===== src/rtl/core/clf_pkg.sv =====
// Shared types and constants of the CR/LF line framer.
package clf_pkg;

   // Default size of the line buffer; a line holds at most one byte less.
   localparam int CLF_LINE_BUFFER_BYTES = 512;

   // Result queue between front and back.
   localparam int CLF_QUEUE_DEPTH = 4;

   // Terminator bytes.
   localparam logic [7:0] CLF_CR = 8'h0D;
   localparam logic [7:0] CLF_LF = 8'h0A;

   // Register word index (paddr[2]).
   localparam logic CLF_REG_RAW_MODE = 1'b0;

   typedef enum logic [3:0] {
      PH_START   = 4'b0001,
      PH_CONTENT = 4'b0010,
      PH_RUN     = 4'b0100,
      PH_DISCARD = 4'b1000
   } clf_phase_type;

   typedef struct packed {
      logic [7:0] out_byte;
      logic       last_of_line;
      logic       empty_line;
      logic       truncated;
   } clf_result_type;

   // Up to two results from one accepted byte, in order.
   typedef struct packed {
      logic [1:0]     valid;
      clf_result_type res0;
      clf_result_type res1;
   } clf_push_type;

   // Queue status seen by the front and the back.
   typedef struct packed {
      logic room;      // at least two free slots
      logic nonempty;
   } clf_qstat_type;

endpackage


===== src/rtl/core/clf_channel_if.sv =====
// Handshake channels of the line framer: byte input and line result output.
interface clf_req_if;
   logic       valid;
   logic       ready;
   logic [7:0] in_byte;
   logic       chunk_end;

   modport source (output valid, output in_byte, output chunk_end, input ready);
   modport sink   (input valid, input in_byte, input chunk_end, output ready);
endinterface

interface clf_rsp_if;
   logic       valid;
   logic       ready;
   logic [7:0] out_byte;
   logic       last_of_line;
   logic       empty_line;
   logic       truncated;

   modport source (output valid, output out_byte, output last_of_line,
                   output empty_line, output truncated, input ready);
   modport sink   (input valid, input out_byte, input last_of_line,
                   input empty_line, input truncated, output ready);
endinterface


===== src/rtl/core/crlf_line_framer.sv =====
// Top level of the CR/LF line framer: register port, front, queue and back.
//
// Usage
//   req_chan: one received byte per transaction, with chunk_end on the last
//     byte of a chunk. rsp_chan: line bytes; last_of_line marks the end of
//     a line, empty_line a cooked line with no content (out_byte is zero),
//     truncated the last result of a cooked line that lost its excess.
//   APB port: one register, raw_mode, at byte address 0 (paddr[2] = 0).
//     Write it only while the block is idle. pready is always high.
//   Throughput: one byte per cycle in, one result per cycle out. A byte can
//     release up to two results; the four-entry queue absorbs them.
//   Held byte: one byte is held back to mark line ends, so a byte's
//     result is released by a later byte (or a chunk end); once released it
//     passes through the queue and the output register before it shows on
//     rsp_chan.
//   Stall: when rsp_chan.ready is low the queue fills and req_chan.ready
//     drops once fewer than two queue slots are free.
//   Reset: synchronous; clears raw_mode, framing state, held byte and queue.
module crlf_line_framer #(
   parameter int LINE_BUFFER_BYTES = clf_pkg::CLF_LINE_BUFFER_BYTES
) (
   input  logic        clock,
   input  logic        reset,
   clf_req_if.sink     req_chan,
   clf_rsp_if.source   rsp_chan,
   input  logic        psel,
   input  logic        penable,
   input  logic        pwrite,
   input  logic [2:0]  paddr,
   input  logic [31:0] pwdata,
   output logic [31:0] prdata,
   output logic        pready
);
   import clf_pkg::*;

   logic           raw_mode_ff;
   logic           csr_write;
   clf_push_type   push;
   clf_qstat_type  qstat;
   clf_result_type head;
   logic           pop;

   // Register port: byte lanes ignored, word decoded on paddr[2].
   assign pready    = 1'b1;
   assign csr_write = psel && penable && pwrite && (paddr[2] == CLF_REG_RAW_MODE);
   assign prdata    = (paddr[2] == CLF_REG_RAW_MODE) ? {31'd0, raw_mode_ff} : 32'd0;

   always_ff @(posedge clock) begin
      if (reset) begin
         raw_mode_ff <= 1'b0;
      end else if (csr_write) begin
         raw_mode_ff <= pwdata[0];
      end
   end

   // Front: framing state, one byte per cycle while the queue has room, pushes 0..2 results.
   clf_front #(
      .LINE_BUFFER_BYTES (LINE_BUFFER_BYTES)
   ) u_front (
      .clock    (clock),
      .reset    (reset),
      .raw_mode (raw_mode_ff),
      .qstat    (qstat),
      .req_chan (req_chan),
      .push     (push)
   );

   // Queue decouples the two-result bursts from the single output.
   clf_queue u_queue (
      .clock (clock),
      .reset (reset),
      .push  (push),
      .pop   (pop),
      .head  (head),
      .qstat (qstat)
   );

   // Back: output register, takes the queue head when free or drained.
   clf_back u_back (
      .clock    (clock),
      .reset    (reset),
      .head     (head),
      .qstat    (qstat),
      .pop      (pop),
      .rsp_chan (rsp_chan)
   );

   // Second result slot is filled only behind the first.
   a_push_order: assert property (@(posedge clock) disable iff (reset)
      push.valid[1] |-> push.valid[0])
      else $error("second result pushed without first");

   // No transaction is taken without room for two results.
   a_room: assert property (@(posedge clock) disable iff (reset)
      (req_chan.valid && req_chan.ready) |-> qstat.room)
      else $error("byte accepted without queue room");

   // Empty-line marker closes its line and carries no byte.
   a_empty: assert property (@(posedge clock) disable iff (reset)
      (rsp_chan.valid && rsp_chan.empty_line)
         |-> (rsp_chan.last_of_line && rsp_chan.out_byte == 8'h00 && !rsp_chan.truncated))
      else $error("malformed empty-line result");

   // Nothing is shown on the result channel straight after reset.
   a_reset: assert property (@(posedge clock)
      $past(reset) |-> !rsp_chan.valid)
      else $error("result valid after reset");

endmodule


===== src/rtl/core/clf_front.sv =====
// Front: accepts bytes, runs the framing state and emits up to two results.
module clf_front #(
   parameter int LINE_BUFFER_BYTES = clf_pkg::CLF_LINE_BUFFER_BYTES
) (
   input  logic                   clock,
   input  logic                   reset,
   input  logic                   raw_mode,
   input  clf_pkg::clf_qstat_type qstat,
   clf_req_if.sink                req_chan,
   output clf_pkg::clf_push_type  push
);
   import clf_pkg::*;

   localparam int LEN_W = $clog2(LINE_BUFFER_BYTES);
   localparam logic [LEN_W-1:0] MAX_LINE = LEN_W'(LINE_BUFFER_BYTES - 1);

   clf_phase_type    phase_ff, phase_in;
   logic [LEN_W-1:0] len_ff, len_in;
   logic             held_valid_ff, held_valid_in;
   logic [7:0]       held_byte_ff, held_byte_in;
   clf_push_type     emit;
   logic             accept;

   function automatic clf_result_type clf_mk(logic [7:0] b, logic last,
                                             logic empty, logic trunc);
      clf_result_type r;
      r.out_byte     = b;
      r.last_of_line = last;
      r.empty_line   = empty;
      r.truncated    = trunc;
      return r;
   endfunction

   function automatic clf_push_type clf_add(clf_push_type p, clf_result_type r);
      clf_push_type q;
      q = p;
      if (!q.valid[0]) begin
         q.valid[0] = 1'b1;
         q.res0     = r;
      end else begin
         q.valid[1] = 1'b1;
         q.res1     = r;
      end
      return q;
   endfunction

   assign req_chan.ready = qstat.room;
   assign accept         = req_chan.valid && req_chan.ready;

   always_comb begin
      logic term;
      term          = (req_chan.in_byte == CLF_CR) || (req_chan.in_byte == CLF_LF);
      phase_in      = phase_ff;
      len_in        = len_ff;
      held_valid_in = held_valid_ff;
      held_byte_in  = held_byte_ff;
      emit          = '0;

      if (raw_mode) begin
         // raw: terminators kept, long lines split
         if (phase_in == PH_DISCARD) begin
            phase_in = PH_RUN;
         end
         if (phase_in == PH_RUN && !term) begin
            if (held_valid_in) emit = clf_add(emit, clf_mk(held_byte_in, 1'b1, 1'b0, 1'b0));
            held_valid_in = 1'b0;
            len_in        = '0;
         end
         if (len_in >= MAX_LINE) begin
            if (held_valid_in) emit = clf_add(emit, clf_mk(held_byte_in, 1'b1, 1'b0, 1'b0));
            held_valid_in = 1'b0;
            len_in        = '0;
         end
         if (len_in == '0) begin
            phase_in = term ? PH_RUN : PH_CONTENT;
         end else if (term) begin
            phase_in = PH_RUN;
         end
         if (held_valid_in) emit = clf_add(emit, clf_mk(held_byte_in, 1'b0, 1'b0, 1'b0));
         held_byte_in  = req_chan.in_byte;
         held_valid_in = 1'b1;
         len_in        = len_in + 1'b1;
      end else begin
         // cooked: terminators stripped, excess discarded
         if (term) begin
            if (phase_in == PH_START) begin
               emit = clf_add(emit, clf_mk(8'h00, 1'b1, 1'b1, 1'b0));
            end else begin
               if (held_valid_in) emit = clf_add(emit, clf_mk(held_byte_in, 1'b1, 1'b0, 1'b0));
               held_valid_in = 1'b0;
            end
            phase_in = PH_RUN;
            len_in   = '0;
         end else if (phase_in != PH_DISCARD) begin
            if (phase_in == PH_START || phase_in == PH_RUN) begin
               if (held_valid_in) emit = clf_add(emit, clf_mk(held_byte_in, 1'b1, 1'b0, 1'b0));
               held_valid_in = 1'b0;
               len_in        = '0;
            end
            if (len_in >= MAX_LINE) begin
               if (held_valid_in) emit = clf_add(emit, clf_mk(held_byte_in, 1'b1, 1'b0, 1'b1));
               held_valid_in = 1'b0;
               phase_in      = PH_DISCARD;
               len_in        = '0;
            end else begin
               if (held_valid_in) emit = clf_add(emit, clf_mk(held_byte_in, 1'b0, 1'b0, 1'b0));
               held_byte_in  = req_chan.in_byte;
               held_valid_in = 1'b1;
               len_in        = len_in + 1'b1;
               phase_in      = PH_CONTENT;
            end
         end
      end

      // chunk end closes a terminator run or a discard
      if (req_chan.chunk_end && (phase_in == PH_RUN || phase_in == PH_DISCARD)) begin
         if (held_valid_in) emit = clf_add(emit, clf_mk(held_byte_in, 1'b1, 1'b0, 1'b0));
         held_valid_in = 1'b0;
         phase_in      = PH_START;
         len_in        = '0;
      end
   end

   always_comb begin
      push       = emit;
      push.valid = emit.valid & {2{accept}};
   end

   always_ff @(posedge clock) begin
      if (reset) begin
         phase_ff      <= PH_START;
         len_ff        <= '0;
         held_valid_ff <= 1'b0;
         held_byte_ff  <= 8'h00;
      end else if (accept) begin
         phase_ff      <= phase_in;
         len_ff        <= len_in;
         held_valid_ff <= held_valid_in;
         held_byte_ff  <= held_byte_in;
      end
   end

endmodule


===== src/rtl/core/clf_queue.sv =====
// Result queue: takes up to two results a cycle, gives one.
module clf_queue (
   input  logic                   clock,
   input  logic                   reset,
   input  clf_pkg::clf_push_type  push,
   input  logic                   pop,
   output clf_pkg::clf_result_type head,
   output clf_pkg::clf_qstat_type qstat
);
   import clf_pkg::*;

   localparam int PTR_W = $clog2(CLF_QUEUE_DEPTH);
   localparam int CNT_W = $clog2(CLF_QUEUE_DEPTH + 1);

   clf_result_type   entry_ff [CLF_QUEUE_DEPTH];
   logic [PTR_W-1:0] wr_ptr_ff, wr_ptr_in;
   logic [PTR_W-1:0] rd_ptr_ff, rd_ptr_in;
   logic [CNT_W-1:0] count_ff, count_in;
   logic [PTR_W-1:0] wr_next;
   logic [1:0]       n_push;

   assign n_push    = {1'b0, push.valid[0]} + {1'b0, push.valid[1]};
   assign wr_next   = wr_ptr_ff + 1'b1;
   assign wr_ptr_in = wr_ptr_ff + PTR_W'(n_push);
   assign rd_ptr_in = rd_ptr_ff + PTR_W'(pop);
   assign count_in  = count_ff + CNT_W'(n_push) - CNT_W'(pop);

   assign head           = entry_ff[rd_ptr_ff];
   assign qstat.nonempty = (count_ff != '0);
   assign qstat.room     = (count_ff <= CNT_W'(CLF_QUEUE_DEPTH - 2));

   always_ff @(posedge clock) begin
      if (reset) begin
         wr_ptr_ff <= '0;
         rd_ptr_ff <= '0;
         count_ff  <= '0;
      end else begin
         wr_ptr_ff <= wr_ptr_in;
         rd_ptr_ff <= rd_ptr_in;
         count_ff  <= count_in;
      end
   end

   always_ff @(posedge clock) begin
      if (push.valid[0]) entry_ff[wr_ptr_ff] <= push.res0;
      if (push.valid[1]) entry_ff[wr_next]   <= push.res1;
   end

endmodule


===== src/rtl/core/clf_back.sv =====
// Back: output register that drains the queue onto the result channel.
module clf_back (
   input  logic                    clock,
   input  logic                    reset,
   input  clf_pkg::clf_result_type head,
   input  clf_pkg::clf_qstat_type  qstat,
   output logic                    pop,
   clf_rsp_if.source               rsp_chan
);
   import clf_pkg::*;

   logic           valid_ff;
   clf_result_type data_ff;

   assign pop = qstat.nonempty && (!valid_ff || rsp_chan.ready);

   always_ff @(posedge clock) begin
      if (reset) begin
         valid_ff <= 1'b0;
      end else if (pop) begin
         valid_ff <= 1'b1;
      end else if (rsp_chan.ready) begin
         valid_ff <= 1'b0;
      end
   end

   always_ff @(posedge clock) begin
      if (pop) data_ff <= head;
   end

   assign rsp_chan.valid        = valid_ff;
   assign rsp_chan.out_byte     = data_ff.out_byte;
   assign rsp_chan.last_of_line = data_ff.last_of_line;
   assign rsp_chan.empty_line   = data_ff.empty_line;
   assign rsp_chan.truncated    = data_ff.truncated;

endmodule


===== src/flat_wrapper.sv =====
// flat-port wrapper written by rule: the top's interface ports become plain ports
module crlf_line_framer_flat import clf_pkg::*;
#(
   parameter int LINE_BUFFER_BYTES = clf_pkg::CLF_LINE_BUFFER_BYTES
)
  (clock, reset, psel, penable, pwrite, paddr, pwdata, prdata, pready, req_chan_valid, req_chan_in_byte, req_chan_chunk_end, req_chan_ready, rsp_chan_valid, rsp_chan_out_byte, rsp_chan_last_of_line, rsp_chan_empty_line, rsp_chan_truncated, rsp_chan_ready);
  clf_req_if req_chan_i ();
  clf_rsp_if rsp_chan_i ();
  input  logic clock;
  input  logic reset;
  input  logic psel;
  input  logic penable;
  input  logic pwrite;
  input  logic [2:0] paddr;
  input  logic [31:0] pwdata;
  output logic [31:0] prdata;
  output logic pready;
  input wire logic [$bits(req_chan_i.valid)-1:0] req_chan_valid;
  input wire logic [$bits(req_chan_i.in_byte)-1:0] req_chan_in_byte;
  input wire logic [$bits(req_chan_i.chunk_end)-1:0] req_chan_chunk_end;
  output wire logic [$bits(req_chan_i.ready)-1:0] req_chan_ready;
  output wire logic [$bits(rsp_chan_i.valid)-1:0] rsp_chan_valid;
  output wire logic [$bits(rsp_chan_i.out_byte)-1:0] rsp_chan_out_byte;
  output wire logic [$bits(rsp_chan_i.last_of_line)-1:0] rsp_chan_last_of_line;
  output wire logic [$bits(rsp_chan_i.empty_line)-1:0] rsp_chan_empty_line;
  output wire logic [$bits(rsp_chan_i.truncated)-1:0] rsp_chan_truncated;
  input wire logic [$bits(rsp_chan_i.ready)-1:0] rsp_chan_ready;
  assign req_chan_i.valid = req_chan_valid;
  assign req_chan_i.in_byte = req_chan_in_byte;
  assign req_chan_i.chunk_end = req_chan_chunk_end;
  assign req_chan_ready = req_chan_i.ready;
  assign rsp_chan_valid = rsp_chan_i.valid;
  assign rsp_chan_out_byte = rsp_chan_i.out_byte;
  assign rsp_chan_last_of_line = rsp_chan_i.last_of_line;
  assign rsp_chan_empty_line = rsp_chan_i.empty_line;
  assign rsp_chan_truncated = rsp_chan_i.truncated;
  assign rsp_chan_i.ready = rsp_chan_ready;
  crlf_line_framer #(.LINE_BUFFER_BYTES(LINE_BUFFER_BYTES)) u_core (.clock(clock), .reset(reset), .req_chan(req_chan_i), .rsp_chan(rsp_chan_i), .psel(psel), .penable(penable), .pwrite(pwrite), .paddr(paddr), .pwdata(pwdata), .prdata(prdata), .pready(pready));
endmodule

===== config.mk =====
export PLATFORM = sky130hd
export DESIGN_NAME = crlf_line_framer_flat
export DESIGN_NICKNAME = d
export VERILOG_FILES = /design/src/rtl/core/clf_pkg.sv /design/src/rtl/core/clf_channel_if.sv /design/src/rtl/core/crlf_line_framer.sv /design/src/rtl/core/clf_front.sv /design/src/rtl/core/clf_queue.sv /design/src/rtl/core/clf_back.sv /design/src/flat_wrapper.sv
export SDC_FILE = /design/constraint.sdc
export NUM_CORES = 1
export LEC_CHECK = 0
export ABC_AREA = 0
export BUFFER_PORTS_ARGS = -buffer_cell sky130_fd_sc_hd__buf_2
export CAP_MARGIN = 20
export CORE_ASPECT_RATIO = 0.7
export CORE_MARGIN = 2
export CORE_UTILIZATION = 56
export CTS_CLUSTER_SIZE = 20
export DETAILED_ROUTE_END_ITERATION = 16
export MAX_ROUTING_LAYER = met4
export PLACE_DENSITY = 0.81
export SYNTH_ARGS = -nofsm -noshare
export SYNTH_HDL_FRONTEND = slang
export SYNTH_SLANG_ARGS = --single-unit
export TNS_END_PERCENT = 50

===== constraint.sdc =====
create_clock -name clock -period 5.6 [get_ports clock]
set_input_delay 0.28 -clock clock [delete_from_list [all_inputs] [get_ports clock]]
set_output_delay 0.28 -clock clock [all_outputs]
set_load 0.01 [all_outputs]

==> metrics list <==
- Required time at the endpoint of the critical path: 5.82 ns
- Unrepaired setup endpoints after global routing: false
- The worst setup path is launched from a flip-flop.
- For this design, the CTS-stage hold fixing added 0 buffers.
- Clock-pin slew was measured on the worst setup and hold paths at 0.06 ns.
* Critical path buffer and inverter count: 3
- Among the stages of the critical path, the cell type that occurs most often is ha_1.
* Area fraction in and, or, nand and nor cells after synthesis: 14.51%
* Cell Chain, Critical Path: or2_2 > or2_2 > and2_1 > ha_1 > nand2_1 > nor2_1 > ha_1 > a31oi_1 > a221o_1 > a221o_1 > nor4_2 > buf_4 > ha_1 > inv_1 > ha_1 > inv_1 > ha_1 > fa_1 > xor2_1 > xnor2_1 > nor2_1
- During I/O placement, the number of pins put on the boundary was 97.
- For this design the ratio of total power to cell area is 363.7 nW/um^2.
- In this run the worst path has a maximum fanout of 11.
* H-tree depth reported by CTS: 3
* Fraction of registers with async set or reset after synthesis: 0%
- Antenna diodes: 0
* Routed wire length per instance: 18.35 um
- Cells fill 63.79% of the core in the end.
- Type of the worst setup path: flip-flop to flip-flop
- VDD sags by at most 208.5 uV.
* Combined area of the multi-input logic cells: 2471 um^2
- The core region is 8583 um^2.
- Wire length of the first global-routing pass: 18860 um
* Share of the synthesized area in the top cell type: 30.41%
- Hold is met by 0.1694 ns.
- The synthesized netlist devotes 19.11% of its cell area to compound gates.
- Synth-to-layout area growth: 8.720%
- After the flow finishes, the layout carries non-filler instances totaling 639.
* Synthesized netlist cell count: 495
- Clock tree synthesis inserted a total of 9 buffers.
* Starting density of the core: 58.67%
* Fraction of synthesized area in multiplexers: 8.273%
- The detailed router finished its first iteration with 501 violations.
- Wires add up to 11730 um.
- At the worst endpoint, the arrival time is 5.07 ns.
- Counting the fill cells in the layout gives 651.
- The routed design could run at a clock period as short as 4.845 ns.
- Counting flops and latches in the post-synthesis netlist gives 86.
- Adder-cell area share of the yosys netlist: 2.882%
* Yosys warning total: 0
- Transition time at the pin with the least slew margin: 0.8150 ns
* Number of sinks handled by clock tree synthesis: 86
- Portion of the post-synthesis area used by sequential elements: 44.32%
- In the final timing run, aggregate negative setup slack is 0 ns.
- Global routing finished with a remaining overflow of 0.
- Max stage delay on crit path: 0.39 ns
- The path class of the tightest hold or removal check is input port to flip-flop.
* Cell type group with the largest total delay on the critical path: adder cells
- Clock tree from TritonCTS: yes
- In this run the horizontal extent of the chip is 117.3 um.
- Part of the cycle the worst path needs: 86.53%
- The netlist uses 69 different library cells.
- Detailed routing inserted a total of 3998 vias.
* Number of core rows: 28
* Combined area of all synthesized cells: 5036 um^2
* Final setup slack of the worst path: 0.7545 ns
- The largest total area in the synthesized netlist belongs to edfxtp_1.
- Number of enable-type register cells in the synthesized netlist: 51
- Using the TritonRoute via totals, the vias-per-cell ratio works out to 6.257.
- Before CTS, the worst setup slack after placement is 0.8110 ns.
* Commonest cells after routing, fill and taps aside: 51 x edfxtp_1, 38 x nand2_1, 35 x nor2_1, 35 x dfxtp_1, 32 x conb_1
- Post-detailed-route count of antenna-violating nets: 0
* DR DRC count: 0
- The clock passes through at most 2 buffers.
- The synthesized netlist devotes 1.913% of its cell area to XOR and XNOR gates.
* DR pass1 iterations: 6
* Resized Gates After CTS: 0
* Cell total after placement: 623
* Layout cell share with drive strength beyond 1: 17.15%
- Final hold vios: 0
- Static leakage: 2.039 nW
- Post-CTS timing repair inserted 0 buffers for setup.
- The later pin in the worst-skew pair is clocked with a latency of 0.35 ns.
- Number of failing setup endpoints in the final timing report: 0
- Via count of the first global-routing pass: 3591
- Final GP Congestion: 0.9079
- Result of the run: finished, final reports clean
* Number of nets in the finished design: 576
- The die is 83.34 um tall.
- FF+latch area: 2232 um^2
- For this run, the top clock speed supported by timing is 0.2064 GHz.
- Number of slew-limit violations in the final report: 0
- Once detailed placement completed, the half-perimeter wirelength came to 8073 um.
* Most area-consuming cells after synthesis: edfxtp_1 30%, dfxtp_1 14%, mux4_2 4.9%
- The library cell used most frequently in the layout, excluding fill and tap cells, is edfxtp_1.
- Antenna violations before repair: 0
- Maximum number of pins on one net before global-route repair: 26
- In this run the clock root is driven by a clkbuf_16.
- Max-cap violations in this run came to 0.
- Average size of a mapped cell: 10.17 um^2
* Full die area: 9780 um^2
- Dominant synthesized flop cell: edfxtp_1
* Main combinational cell family by area after synthesis: compound AO/OA/AOI/OAI gates
- The worst pin sits at a relative slew slack of 45.59%.
- The worst setup path is captured at a flip-flop.
- For the final database, setup skew stands at 0.003113 ns.
* Cell with the largest stage delay on the worst path: fa_1
- The count of buffers added on input and output ports is 31.
* Overall track demand over capacity in global routing: 25.48%
logic make-up after synthesis:
| logic type | after synthesis |
|---|---|
| AOI/OAI and AO/OA | 135 |
| xor gates and xnor gates | 11 |
| adders and majority gates | 11 |
| buffers and inverters | 82 |
| DFF | 86 |
| muxes | 27 |
| other | 2 |
| and+or+nand+nor | 141 |
synth_stat cells, types with 16 or more instances:
cell type and instances:
nand4_1 16, nand2_1 38, inv_1 21, o22ai_1 21, buf_4 32, edfxtp_1 51, clkbuf_1 18, a21oi_1 23
o21ai_0 18, dfxtp_1 35, nor2_1 35
sequential cells by signal, summed over array words and instances (netlist names):
name and flops:
u_core.u_front.held_valid_ff 1, u_core.u_back.rsp_chan.out_byte 8, u_core.u_back.rsp_chan.valid 1, u_core.u_front.held_byte_ff 8
u_core.u_front.phase_ff 4, u_core.u_queue.count_ff 3, u_core.u_back.rsp_chan.empty_line 1, u_core.u_front.len_ff 9
u_core.u_queue.wr_ptr_ff 2, u_core.u_queue.entry_ff 44, u_core.u_back.rsp_chan.truncated 1, u_core.raw_mode_ff 1
u_core.u_back.rsp_chan.last_of_line 1, u_core.u_queue.rd_ptr_ff 2
layout make-up:
type	count	share of cell area, %
clock inverter	7	1.874
multi-input combinational	357	45.13
inverter	21	1.440
tap	120	2.742
timing repair buffer	39	3.931
clock buffer	9	4.113
sequential	86	40.77
metal layers:
metal  vias to the layer above  GRT usage (%)  wire [um]
li1                       1861              -          -
met1                      1842          35.33       5142
met2                       270          36.52       5023
met3                        25          7.349       1335
met4                         0          7.338        223
met5                         -              -          0
through the flow:
step / total power, mW / area [um^2]
floorplan: 1.212 / 5149
global placement: 1.312 / 5147
detailed placement: 1.339 / 5147
CTS: 1.993 / 5475
global route: 2.089 / 5475
finish: 1.991 / 5475
where the power goes:
part           internal, mW  switching, mW  total [mW]
Sequential            0.776         0.0822       0.858
Clock                 0.397          0.267       0.664
Combinational         0.204          0.265       0.470
worst reg2reg max path, cell delays in order, from the launching register on:
cell and delay (ns):
dfxtp_1 0.37, or2_2 0.35, or2_2 0.38, and2_1 0.20
ha_1 0.25, nand2_1 0.09, nor2_1 0.05, ha_1 0.23
a31oi_1 0.29, a221o_1 0.21, a221o_1 0.38, nor4_2 0.09
buf_4 0.19, ha_1 0.30, inv_1 0.05, ha_1 0.26
inv_1 0.04, ha_1 0.20, fa_1 0.39, xor2_1 0.21
xnor2_1 0.14, nor2_1 0.05
worst paths after layout:
kind                                                   start                      endpoint  slack (ns)  depth (start not counted)
worst max-delay path              u_core.u_front.phase_ff[3]    u_core.u_queue.count_ff[2]        0.75                         21
worst min register to register  u_core.u_back.rsp_chan.valid  u_core.u_back.rsp_chan.valid        0.47                          2
worst max register to register    u_core.u_front.phase_ff[3]    u_core.u_queue.count_ff[2]        0.75                         21
worst min-delay path                               pwdata[0]            u_core.raw_mode_ff        0.17                          3
Note: power is estimated with default switching activity, not from simulation.
